[src/hw/rtl/sfr_pkg.sv]
package sfr_pkg;

  localparam int unsigned ByteW  = 8;
  localparam int unsigned KindW  = 2;
  localparam int unsigned CfgIdxW = 3;

  // Register indexes of the configuration port
  typedef enum logic [CfgIdxW-1:0] {
    REG_FLAG        = 3'd0,
    REG_ESCAPE      = 3'd1,
    REG_ESC_FLAG    = 3'd2,
    REG_ESC_ESCAPE  = 3'd3,
    REG_SENDER_ADDR = 3'd4,
    REG_CTRL_SEQ0   = 3'd5,
    REG_CTRL_SEQ1   = 3'd6
  } reg_idx_e;

  localparam logic [ByteW-1:0] FlagRst       = 8'h7E;
  localparam logic [ByteW-1:0] EscapeRst     = 8'h7D;
  localparam logic [ByteW-1:0] EscFlagRst    = 8'h5E;
  localparam logic [ByteW-1:0] EscEscapeRst  = 8'h5D;
  localparam logic [ByteW-1:0] SenderAddrRst = 8'h03;
  localparam logic [ByteW-1:0] CtrlSeq0Rst   = 8'h00;
  localparam logic [ByteW-1:0] CtrlSeq1Rst   = 8'h40;

  typedef enum logic [KindW-1:0] {
    KIND_PAYLOAD = 2'd0,
    KIND_ACCEPT  = 2'd1,
    KIND_REJECT  = 2'd2,
    KIND_DUP     = 2'd3
  } kind_e;

  typedef struct packed {
    logic [ByteW-1:0] flag;
    logic [ByteW-1:0] escape;
    logic [ByteW-1:0] esc_flag;
    logic [ByteW-1:0] esc_escape;
    logic [ByteW-1:0] sender_addr;
    logic [ByteW-1:0] ctrl_seq0;
    logic [ByteW-1:0] ctrl_seq1;
  } cfg_t;

  typedef struct packed {
    logic             valid;
    kind_e            kind;
    logic [ByteW-1:0] data;
    logic             seq;
  } result_t;

endpackage

[src/hw/rtl/sfr_parser.sv]
// Frame parser: one byte per step, at most one result per step.
module sfr_parser (
  input  logic                         clk_i,
  input  logic                         rst_ni,
  input  logic                         step_i,
  input  logic [sfr_pkg::ByteW-1:0]    byte_i,
  input  sfr_pkg::cfg_t                cfg_i,
  output sfr_pkg::result_t             res_o
);

  typedef enum logic [5:0] {
    PH_HUNT = 6'b000001,
    PH_FLAG = 6'b000010,
    PH_ADDR = 6'b000100,
    PH_CTRL = 6'b001000,
    PH_DATA = 6'b010000,
    PH_ESC  = 6'b100000
  } phase_e;

  phase_e                      phase_q, phase_d;
  logic                        exp_seq_q, exp_seq_d;
  logic                        frm_seq_q, frm_seq_d;
  logic                        held_valid_q, held_valid_d;
  logic [sfr_pkg::ByteW-1:0]   held_byte_q, held_byte_d;
  logic [sfr_pkg::ByteW-1:0]   xor_q, xor_d;

  logic                        take;
  logic [sfr_pkg::ByteW-1:0]   take_byte;
  logic                        close;
  logic [sfr_pkg::ByteW-1:0]   ctl_sel;
  logic                        in_sync;

  assign in_sync = (frm_seq_q == exp_seq_q);
  assign ctl_sel = frm_seq_q ? cfg_i.ctrl_seq1 : cfg_i.ctrl_seq0;

  // Phase decode
  always_comb begin
    phase_d   = phase_q;
    frm_seq_d = frm_seq_q;
    take      = 1'b0;
    take_byte = byte_i;
    close     = 1'b0;
    unique case (phase_q)
      PH_HUNT: begin
        if (byte_i == cfg_i.flag) phase_d = PH_FLAG;
      end
      PH_FLAG: begin
        if (byte_i == cfg_i.sender_addr) phase_d = PH_ADDR;
        else if (byte_i != cfg_i.flag) phase_d = PH_HUNT;
      end
      PH_ADDR: begin
        priority if (byte_i == cfg_i.ctrl_seq0) begin
          frm_seq_d = 1'b0;
          phase_d   = PH_CTRL;
        end else if (byte_i == cfg_i.ctrl_seq1) begin
          frm_seq_d = 1'b1;
          phase_d   = PH_CTRL;
        end else if (byte_i == cfg_i.flag) begin
          phase_d = PH_FLAG;
        end else begin
          phase_d = PH_HUNT;
        end
      end
      PH_CTRL: begin
        // header check wins over a flag of the same value
        if (byte_i == (cfg_i.sender_addr ^ ctl_sel)) phase_d = PH_DATA;
        else if (byte_i == cfg_i.flag) phase_d = PH_FLAG;
        else phase_d = PH_HUNT;
      end
      PH_DATA: begin
        priority if (byte_i == cfg_i.escape) begin
          phase_d = PH_ESC;
        end else if (byte_i == cfg_i.flag) begin
          close   = 1'b1;
          phase_d = PH_HUNT;
        end else begin
          take = 1'b1;
        end
      end
      PH_ESC: begin
        phase_d = PH_DATA;
        priority if (byte_i == cfg_i.esc_flag) begin
          take      = 1'b1;
          take_byte = cfg_i.flag;
        end else if (byte_i == cfg_i.esc_escape) begin
          take      = 1'b1;
          take_byte = cfg_i.escape;
        end else begin
          // unknown code: the pair is dropped
          take = 1'b0;
        end
      end
      default: phase_d = PH_HUNT;
    endcase
  end

  // Data path: one-byte holdback, running XOR, verdict
  always_comb begin
    exp_seq_d    = exp_seq_q;
    held_valid_d = held_valid_q;
    held_byte_d  = held_byte_q;
    xor_d        = xor_q;
    res_o        = '{valid: 1'b0, kind: sfr_pkg::KIND_PAYLOAD,
                     data: '0, seq: exp_seq_q};
    if (phase_q == PH_CTRL && phase_d == PH_DATA) begin
      held_valid_d = 1'b0;
      held_byte_d  = '0;
      xor_d        = '0;
    end
    if (take) begin
      if (held_valid_q && in_sync) begin
        xor_d       = xor_q ^ held_byte_q;
        res_o.valid = 1'b1;
        res_o.data  = held_byte_q;
      end
      held_byte_d  = take_byte;
      held_valid_d = 1'b1;
    end
    if (close) begin
      res_o.valid = 1'b1;
      priority if (!in_sync) begin
        res_o.kind = sfr_pkg::KIND_DUP;
      end else if (held_valid_q && held_byte_q == xor_q) begin
        exp_seq_d  = ~exp_seq_q;
        res_o.kind = sfr_pkg::KIND_ACCEPT;
      end else begin
        res_o.kind = sfr_pkg::KIND_REJECT;
      end
      res_o.seq    = exp_seq_d;
      held_valid_d = 1'b0;
      held_byte_d  = '0;
      xor_d        = '0;
    end
    if (!step_i) res_o.valid = 1'b0;
  end

  always_ff @(posedge clk_i or negedge rst_ni) begin
    if (!rst_ni) begin
      phase_q      <= PH_HUNT;
      exp_seq_q    <= 1'b0;
      frm_seq_q    <= 1'b0;
      held_valid_q <= 1'b0;
      held_byte_q  <= '0;
      xor_q        <= '0;
    end else if (step_i) begin
      phase_q      <= phase_d;
      exp_seq_q    <= exp_seq_d;
      frm_seq_q    <= frm_seq_d;
      held_valid_q <= held_valid_d;
      held_byte_q  <= held_byte_d;
      xor_q        <= xor_d;
    end
  end

  a_result_phase: assert property (@(posedge clk_i) disable iff (!rst_ni)
    res_o.valid |-> (phase_q == PH_DATA || phase_q == PH_ESC))
    else $error("result outside payload phases");

  a_payload_in_sync: assert property (@(posedge clk_i) disable iff (!rst_ni)
    (res_o.valid && res_o.kind == sfr_pkg::KIND_PAYLOAD) |-> in_sync)
    else $error("payload emitted for duplicate frame");

  a_accept_toggles: assert property (@(posedge clk_i) disable iff (!rst_ni)
    (res_o.valid && res_o.kind == sfr_pkg::KIND_ACCEPT) |=> exp_seq_q != $past(exp_seq_q))
    else $error("accepted frame did not toggle sequence");

  a_hunt_empty: assert property (@(posedge clk_i) disable iff (!rst_ni)
    (phase_q == PH_HUNT) |-> !held_valid_q)
    else $error("held byte left over while hunting");

endmodule

[src/hw/rtl/stuffed_frame_receiver.sv]
// Channel   Dir  Signals                    Contents (low bit first)
// s_axis    in   tvalid/tready/tdata[7:0]   rx_byte
// m_axis    out  tvalid/tready/tdata[15:0]  payload_byte[7:0], ack_sequence[8], zero pad
//                tuser[1:0]                 out_kind
// cfg       in   cfg_we_i/cfg_idx_i/cfg_wdata_i, write-only, no wait
//
// One byte per cycle while the sink keeps up: the parser state updates in the cycle a byte
// is taken, and any result lands in the output register on the same edge.
// A byte is taken whenever the output register is empty or being drained, so a
// pending result never blocks the next transaction unless the sink stalls.
// Reset (async, active low) puts the parser in flag hunt, sequence 0, and the
// configuration registers at their defaults.
// Configuration is to be written only while no transaction is pending; the block
// does not enforce this. A write applies from the next byte on.
module stuffed_frame_receiver (
  input  logic                          clk_i,
  input  logic                          rst_ni,
  // input byte stream
  input  logic                          s_axis_tvalid,
  output logic                          s_axis_tready,
  input  logic [7:0]                    s_axis_tdata,   // rx_byte
  // result stream
  output logic                          m_axis_tvalid,
  input  logic                          m_axis_tready,
  output logic [15:0]                   m_axis_tdata,   // payload_byte, ack_sequence, pad
  output logic [1:0]                    m_axis_tuser,   // out_kind
  // configuration writes
  input  logic                          cfg_we_i,
  input  logic [sfr_pkg::CfgIdxW-1:0]   cfg_idx_i,
  input  logic [sfr_pkg::ByteW-1:0]     cfg_wdata_i
);

  sfr_pkg::cfg_t    cfg_q;
  sfr_pkg::result_t res;

  logic                        in_xact;
  logic                        out_valid_q, out_valid_d;
  sfr_pkg::kind_e              out_kind_q;
  logic [sfr_pkg::ByteW-1:0]   out_data_q;
  logic                        out_seq_q;

  // Output register doubles as the decoupling stage: free when empty or draining.
  assign s_axis_tready = !out_valid_q || m_axis_tready;
  assign in_xact       = s_axis_tvalid && s_axis_tready;

  // Configuration registers; unknown indexes are dropped.
  always_ff @(posedge clk_i or negedge rst_ni) begin
    if (!rst_ni) begin
      cfg_q.flag        <= sfr_pkg::FlagRst;
      cfg_q.escape      <= sfr_pkg::EscapeRst;
      cfg_q.esc_flag    <= sfr_pkg::EscFlagRst;
      cfg_q.esc_escape  <= sfr_pkg::EscEscapeRst;
      cfg_q.sender_addr <= sfr_pkg::SenderAddrRst;
      cfg_q.ctrl_seq0   <= sfr_pkg::CtrlSeq0Rst;
      cfg_q.ctrl_seq1   <= sfr_pkg::CtrlSeq1Rst;
    end else if (cfg_we_i) begin
      unique case (cfg_idx_i)
        sfr_pkg::REG_FLAG:        cfg_q.flag        <= cfg_wdata_i;
        sfr_pkg::REG_ESCAPE:      cfg_q.escape      <= cfg_wdata_i;
        sfr_pkg::REG_ESC_FLAG:    cfg_q.esc_flag    <= cfg_wdata_i;
        sfr_pkg::REG_ESC_ESCAPE:  cfg_q.esc_escape  <= cfg_wdata_i;
        sfr_pkg::REG_SENDER_ADDR: cfg_q.sender_addr <= cfg_wdata_i;
        sfr_pkg::REG_CTRL_SEQ0:   cfg_q.ctrl_seq0   <= cfg_wdata_i;
        sfr_pkg::REG_CTRL_SEQ1:   cfg_q.ctrl_seq1   <= cfg_wdata_i;
        default: ;
      endcase
    end
  end

  sfr_parser u_parser (
    .clk_i  (clk_i),
    .rst_ni (rst_ni),
    .step_i (in_xact),
    .byte_i (s_axis_tdata),
    .cfg_i  (cfg_q),
    .res_o  (res)
  );

  // A transaction always consumes the old result (ready implies drain), so the
  // new valid is simply whether this byte produced one.
  always_comb begin
    out_valid_d = out_valid_q;
    if (in_xact) out_valid_d = res.valid;
    else if (m_axis_tready) out_valid_d = 1'b0;
  end

  always_ff @(posedge clk_i or negedge rst_ni) begin
    if (!rst_ni) begin
      out_valid_q <= 1'b0;
    end else begin
      out_valid_q <= out_valid_d;
    end
  end

  // Payload register: loaded only with a fresh result
  always_ff @(posedge clk_i) begin
    if (in_xact && res.valid) begin
      out_kind_q <= res.kind;
      out_data_q <= res.data;
      out_seq_q  <= res.seq;
    end
  end

  assign m_axis_tvalid = out_valid_q;
  assign m_axis_tdata  = {7'b0, out_seq_q, out_data_q};
  assign m_axis_tuser  = out_kind_q;

endmodule

[config.mk]
export PLATFORM = sky130hd
export DESIGN_NAME = stuffed_frame_receiver
export DESIGN_NICKNAME = d
export VERILOG_FILES = /design/src/hw/rtl/sfr_pkg.sv /design/src/hw/rtl/sfr_parser.sv /design/src/hw/rtl/stuffed_frame_receiver.sv
export SDC_FILE = /design/constraint.sdc
export NUM_CORES = 1
export LEC_CHECK = 0
export BUFFER_PORTS_ARGS = -buffer_cell sky130_fd_sc_hd__buf_4
export CORE_MARGIN = 1
export CORE_UTILIZATION = 54
export DETAILED_ROUTE_END_ITERATION = 10
export PLACE_DENSITY_LB_ADDON = 0.15
export SLEW_MARGIN = 20
export SYNTH_ARGS = -nofsm -noshare
export SYNTH_HDL_FRONTEND = slang
export SYNTH_HIERARCHICAL = 1
export SYNTH_SLANG_ARGS = --single-unit
[constraint.sdc]
create_clock -name clk_i -period 2.55 [get_ports clk_i]
set_clock_uncertainty 0.05 [all_clocks]
set_input_delay 0.6375 -clock clk_i [delete_from_list [all_inputs] [get_ports clk_i]]
set_output_delay 0.6375 -clock clk_i [all_outputs]
set_load 0.01 [all_outputs]
==> summary.txt, run 1 <==
Global Route Usage Sum - 0.250
die area - 10100 um^2
boundary pin count - 44
Crit Path Class - reg -> reg
initial antenna violation count - 0
largest net degree at the start of global routing - 47
most instantiated cells after synthesis - mux2_2, dfrtp_1, xor2_1
Distinct cells, synth - 52
Final Hold Fails - 0
Peak supply drop - 0.353 mV
GRT overflow - 0
CP required - 2.58 ns
CTS Buffer Depth - 2
chip height - 101 um
Worst-path clk slew - 0.09 ns
max_cap viols - 0
# diodes - 0
first-pass GRT wire length - 19200 um
Fmax - 404 MHz
share of the synthesized area in the top cell type - 0.267
Initial Util - 0.563
# H-tree levels - 3
Pleak - 2.47 nW
cts hold-fix bufs - 0
Overall Power - 4.47 mW
DR DRC count - 0
Post-synth ARST share - 0.882
GPL Wtd Cong - 0.898
worst slew pin tran - 0.649 ns
first drt pass iteration count - 5
register bit total from synthesis - 93
CTS buffer count - 9
PortBufs - 36
Arrival @ worst endpoint - 2.51 ns
Avg Cell Area, Syn - 11.9 um^2
Syn Std Cell Area - 5250 um^2
number of flops mapped to enable cells by yosys - 11
layout overhead on the synthesized area - 15.8%
Routed WL - 11600 um
status - completed
Pwr per Cell Area - 736 nW/um^2
CP Launch Type - flip-flop
DR iter-0 viols - 99
vias - 3620
die width - 101 um
largest cells by area after synthesis - dfrtp_1, mux2_2, dfstp_2, xor2_1, edfxtp_1
CTS root buffer - clkbuf_8
CTS sink cnt - 93
Yosys warnings - 6
share of the yosys chip area belonging to registers - 0.460
final setup fails - 0
post-DR wirelength/cell - 18.1 um
Cells after Synth - 443
RSZ-0062 raised after global routing - no
dominant cell type by area after synthesis - dfrtp_1
part of the cycle the worst path needs - 0.971
crit end category - flip-flop
proportion of layout cells with a drive suffix above 1 - 0.389
Max-slew headroom - 0.565
worst reg2reg startpoint - u_parser/phase_q[5]
DP HPWL - 8570 um
worst-path fanout max - 11
core area - 9330 um^2
CTS tree - done
final-layout fill cell count - 759
worst hold path class - in -> async
Top FF cell, synth - dfrtp_1
via count of the first global-routing pass - 3758
Core Util, Final - 0.652
most common cell in the synthesized netlist - mux2_2
Final ANT Viol Nets - 0
Final nets - 528
Worst Setup SP - u_parser/phase_q[5]
via/cell ratio - 5.67
Slew Viols, Final - 0
depth of the worst register-to-register path - 9
row cnt - 35
Worst-Skew Late Latency - 0.36 ns
Tmin final - 2.48 ns
metal layers:
metal  global-route usage  share of wire  up-vias
met5                    0              0        -
met4               0.0881          0.023        0
met3               0.0458          0.037       21
met2                0.434           0.50       87
met1                0.315           0.44     1811
li1                     -              -     1701
cell type report:
type	count	area, um^2	share of cell area
inverter	16	60.1	0.00988
tap	129	161	0.0266
multi-input combinational	305	2570	0.423
clock buffer	12	178	0.0292
sequential	93	2410	0.397
timing repair buffer	79	643	0.106
clock inverter	4	50.0	0.00824
per-stage QoR:
| step | worst slack [ns] | std cells | setup TNS (ns) | hold WS (ns) | area, um^2 |
|---|---|---|---|---|---|
| floorplan | -0.190 | 449 | -2.09 | 0.292 | 5330 |
| global placement | -0.0544 | 621 | -0.594 | 0.461 | 5830 |
| detailed placement | -0.0592 | 621 | -0.661 | 0.469 | 5830 |
| CTS | 0.0690 | 637 | 0 | 0.201 | 6060 |
| global route | 0.00164 | 638 | 0 | 0.212 | 6080 |
| finish | 0.0734 | 638 | 0 | 0.190 | 6080 |
path summary, 6_finish.rpt:
| path | to | slack (ns) |
|---|---|---|
| worst max-delay path | out_data_q[5] | 0.07 |
| min in group clk_i | cfg_q[25] | 0.49 |
| worst min register to register | cfg_q[25] | 0.49 |
| max in group asynchronous | cfg_q[44] | 1.58 |
| worst max register to register | out_data_q[5] | 0.07 |
| worst min-delay path | u_parser/phase_q[2] | 0.19 |
critical path, cell delays in order, from the launching register on:
cell and delay, ns:
dfrtp_1 0.39, or4b_4 0.57, nor3_4 0.23, o21a_2 0.18
nor2b_2 0.15, o21a_1 0.16, o21a_1 0.13, nand2_2 0.07
nor2b_4 0.13, buf_12 0.14
layout by cell type (no fill, tap or decap), drive strengths merged, types with 14 or more instances in the layout:
| cell | Yosys | final |
|---|---|---|
| nand2 | 25 | 25 |
| o2111ai | 14 | 14 |
| dfstp | 26 | 26 |
| dfrtp | 56 | 56 |
| inv | 16 | 18 |
| xnor2 | 32 | 32 |
| buf | 31 | 79 |
| mux2 | 65 | 65 |
| mux2i | 18 | 18 |
| xor2 | 41 | 41 |
repair_timing:
item	4_1_cts	5_1_grt
endpoints found under the hold margin	0	0
setup endpoints to repair	0	11
gates resized for setup	0	3
buffers inserted	0	1
kinds of logic (layout without fill, tap and decap cells):
logic type	Yosys count	after routing	synth area share
other	1	7	0.000714
and+or+nand+nor	81	81	0.0913
buffers and inverters	51	111	0.0591
DFF	93	93	0.460
xor gates and xnor gates	73	73	0.122
muxes	83	83	0.174
AOI/OAI and AO/OA	61	61	0.0934
flip-flops by register name, summed over array words and instances, names as in the netlist, 2 cells and up:
| signal | count |
|---|---|
| m_axis_tuser | 2 |
| u_parser/held_byte_q | 8 |
| cfg_q | 56 |
| out_data_q | 8 |
| u_parser/phase_q | 6 |
| u_parser/xor_q | 8 |
report_power, final:
group / switching (mW) / internal, mW / leakage, nW
logic: 0.509 / 0.625 / 1.28
registers: 0.343 / 1.90 / 1.08
clock network: 0.524 / 0.576 / 0.118
Note: power is estimated with default switching activity, not from simulation.
==> inputs of run 2 (changes only) <==
--- a/config.mk
+++ b/config.mk
@@ -10,6 +10,7 @@
 export CORE_UTILIZATION = 54
 export DETAILED_ROUTE_END_ITERATION = 10
 export PLACE_DENSITY_LB_ADDON = 0.15
+export SETUP_SLACK_MARGIN = 0.15
 export SLEW_MARGIN = 20
 export SYNTH_ARGS = -nofsm -noshare
 export SYNTH_HDL_FRONTEND = slang
==> summary.txt, run 2 (synthesis results as in run 1) <==
CTS buffer count - 9
DR WL met3 - 390 um
worst hold margin - 0.183 ns
DR DRC count - 0
Fmax - 419 MHz
via/cell ratio - 5.66
GRT overflow - 0
proportion of layout cells with a drive suffix above 1 - 0.391
final-layout fill cell count - 757
Max-slew headroom - 0.564
commonest non-fill, non-tap cell in the layout - buf_4
final setup fails - 0
Initial Util - 0.563
Worst Setup SP - u_parser/phase_q[5]
DR iter-0 viols - 125
GPL Wtd Cong - 0.898
largest net degree at the start of global routing - 47
Pwr per Cell Area - 737 nW/um^2
# diodes - 0
vias - 3610
via count of the first global-routing pass - 3771
PortBufs - 36
die width - 101 um
Worst-Skew Late Latency - 0.37 ns
top sig layer - met4
max FFs per register - 56
first-pass GRT wire length - 19200 um
# H-tree levels - 3
part of the cycle the worst path needs - 0.937
chip height - 101 um
core area - 9330 um^2
met2 WL post-DR - 5750 um
Crit Path Class - reg -> reg
max_cap viols - 0
crit end category - flip-flop
boundary pin count - 44
Arrival @ worst endpoint - 2.43 ns
Final ANT Viol Nets - 0
worst-path fanout max - 11
Routed WL - 11600 um
Pleak - 2.47 nW
die area - 10100 um^2
Global Route Usage Sum - 0.251
status - completed
Tmin final - 2.39 ns
DP HPWL - 8570 um
post-DR wirelength/cell - 18.2 um
worst hold path class - in -> async
met1 wire length - 5200 um
Overall Power - 4.48 mW
CTS sink cnt - 93
CTS Buffer Depth - 2
CP required - 2.59 ns
initial antenna violation count - 0
layout overhead on the synthesized area - 15.9%
CTS tree - done
row cnt - 35
RSZ-0062 raised after global routing - yes
Peak supply drop - 0.353 mV
first drt pass iteration count - 4
CTS root buffer - clkbuf_8
worst reg2reg startpoint - u_parser/phase_q[5]
cts hold-fix bufs - 0
worst slew pin tran - 0.652 ns
Final Hold Fails - 0
Biggest register - cfg_q
Final nets - 528
CP Launch Type - flip-flop
most frequent cells in the layout - buf_4, mux2_2, dfrtp_1
Worst-path clk slew - 0.09 ns
Slew Viols, Final - 0
Core Util, Final - 0.652
-- run 2: critical path, cell delays in order, from the launching register on --
cell,delay (ns)
dfrtp_1,0.39
or4b_4,0.56
nor3_4,0.17
o21a_2,0.19
nor2b_4,0.14
o21a_1,0.14
o21a_1,0.13
nand2_2,0.07
nor2b_4,0.13
buf_12,0.14
-- run 2: timing repair --
item	in CTS	in global routing
resized for setup	3	2
endpoints found under the setup margin	11	20
buffers inserted	0	1
pin swaps	2	1
-- run 2: path summary, 6_finish.rpt --
check / end / slack (ns) / cells past startpoint
min in group clk_i: cfg_q[25] / 0.49 / 1
hold reg to reg: cfg_q[25] / 0.49 / 1
setup / recovery: out_data_q[1] / 0.16 / 9
hold / removal: u_parser/phase_q[2] / 0.18 / 1
max in group asynchronous: cfg_q[44] / 1.58 / 2
setup reg to reg: out_data_q[1] / 0.16 / 9
-- run 2: where the power goes --
part	internal (mW)	leakage [nW]	switching, mW
Sequential	1.90	1.08	0.343
Clock	0.576	0.118	0.528
Combinational	0.627	1.28	0.509
Total	3.10	2.47	1.38
-- run 2: layer usage --
metal | global-route usage | vias to the layer above
li1 | - | 1699
met1 | 0.316 | 1808
met2 | 0.435 | 85
met3 | 0.0458 | 18
met4 | 0.0881 | 0
met5 | 0 | -
-- run 2: cell type report --
type / instances / area [um^2] / area share
multi-input cells: 305 / 2570 / 0.423
repair buffers: 79 / 643 / 0.106
clock inverters: 4 / 50.0 / 0.00823
inverters: 16 / 60.1 / 0.00987
clock buffers: 12 / 178 / 0.0292
flip-flops and latches: 93 / 2420 / 0.397
well taps: 129 / 161 / 0.0265
-- run 2: metrics by stage --
step / setup WS (ns) / instance area, um^2 / TNS [ns] / std cells
2_1_floorplan: -0.190 / 5330 / -2.09 / 449
5_1_grt: 0.0963 / 6080 / 0 / 638
3_5_place_dp: -0.0592 / 5830 / -0.661 / 621
4_1_cts: 0.0891 / 6070 / 0 / 637
6_report: 0.162 / 6080 / 0 / 638
3_3_place_gp: -0.0544 / 5830 / -0.594 / 621
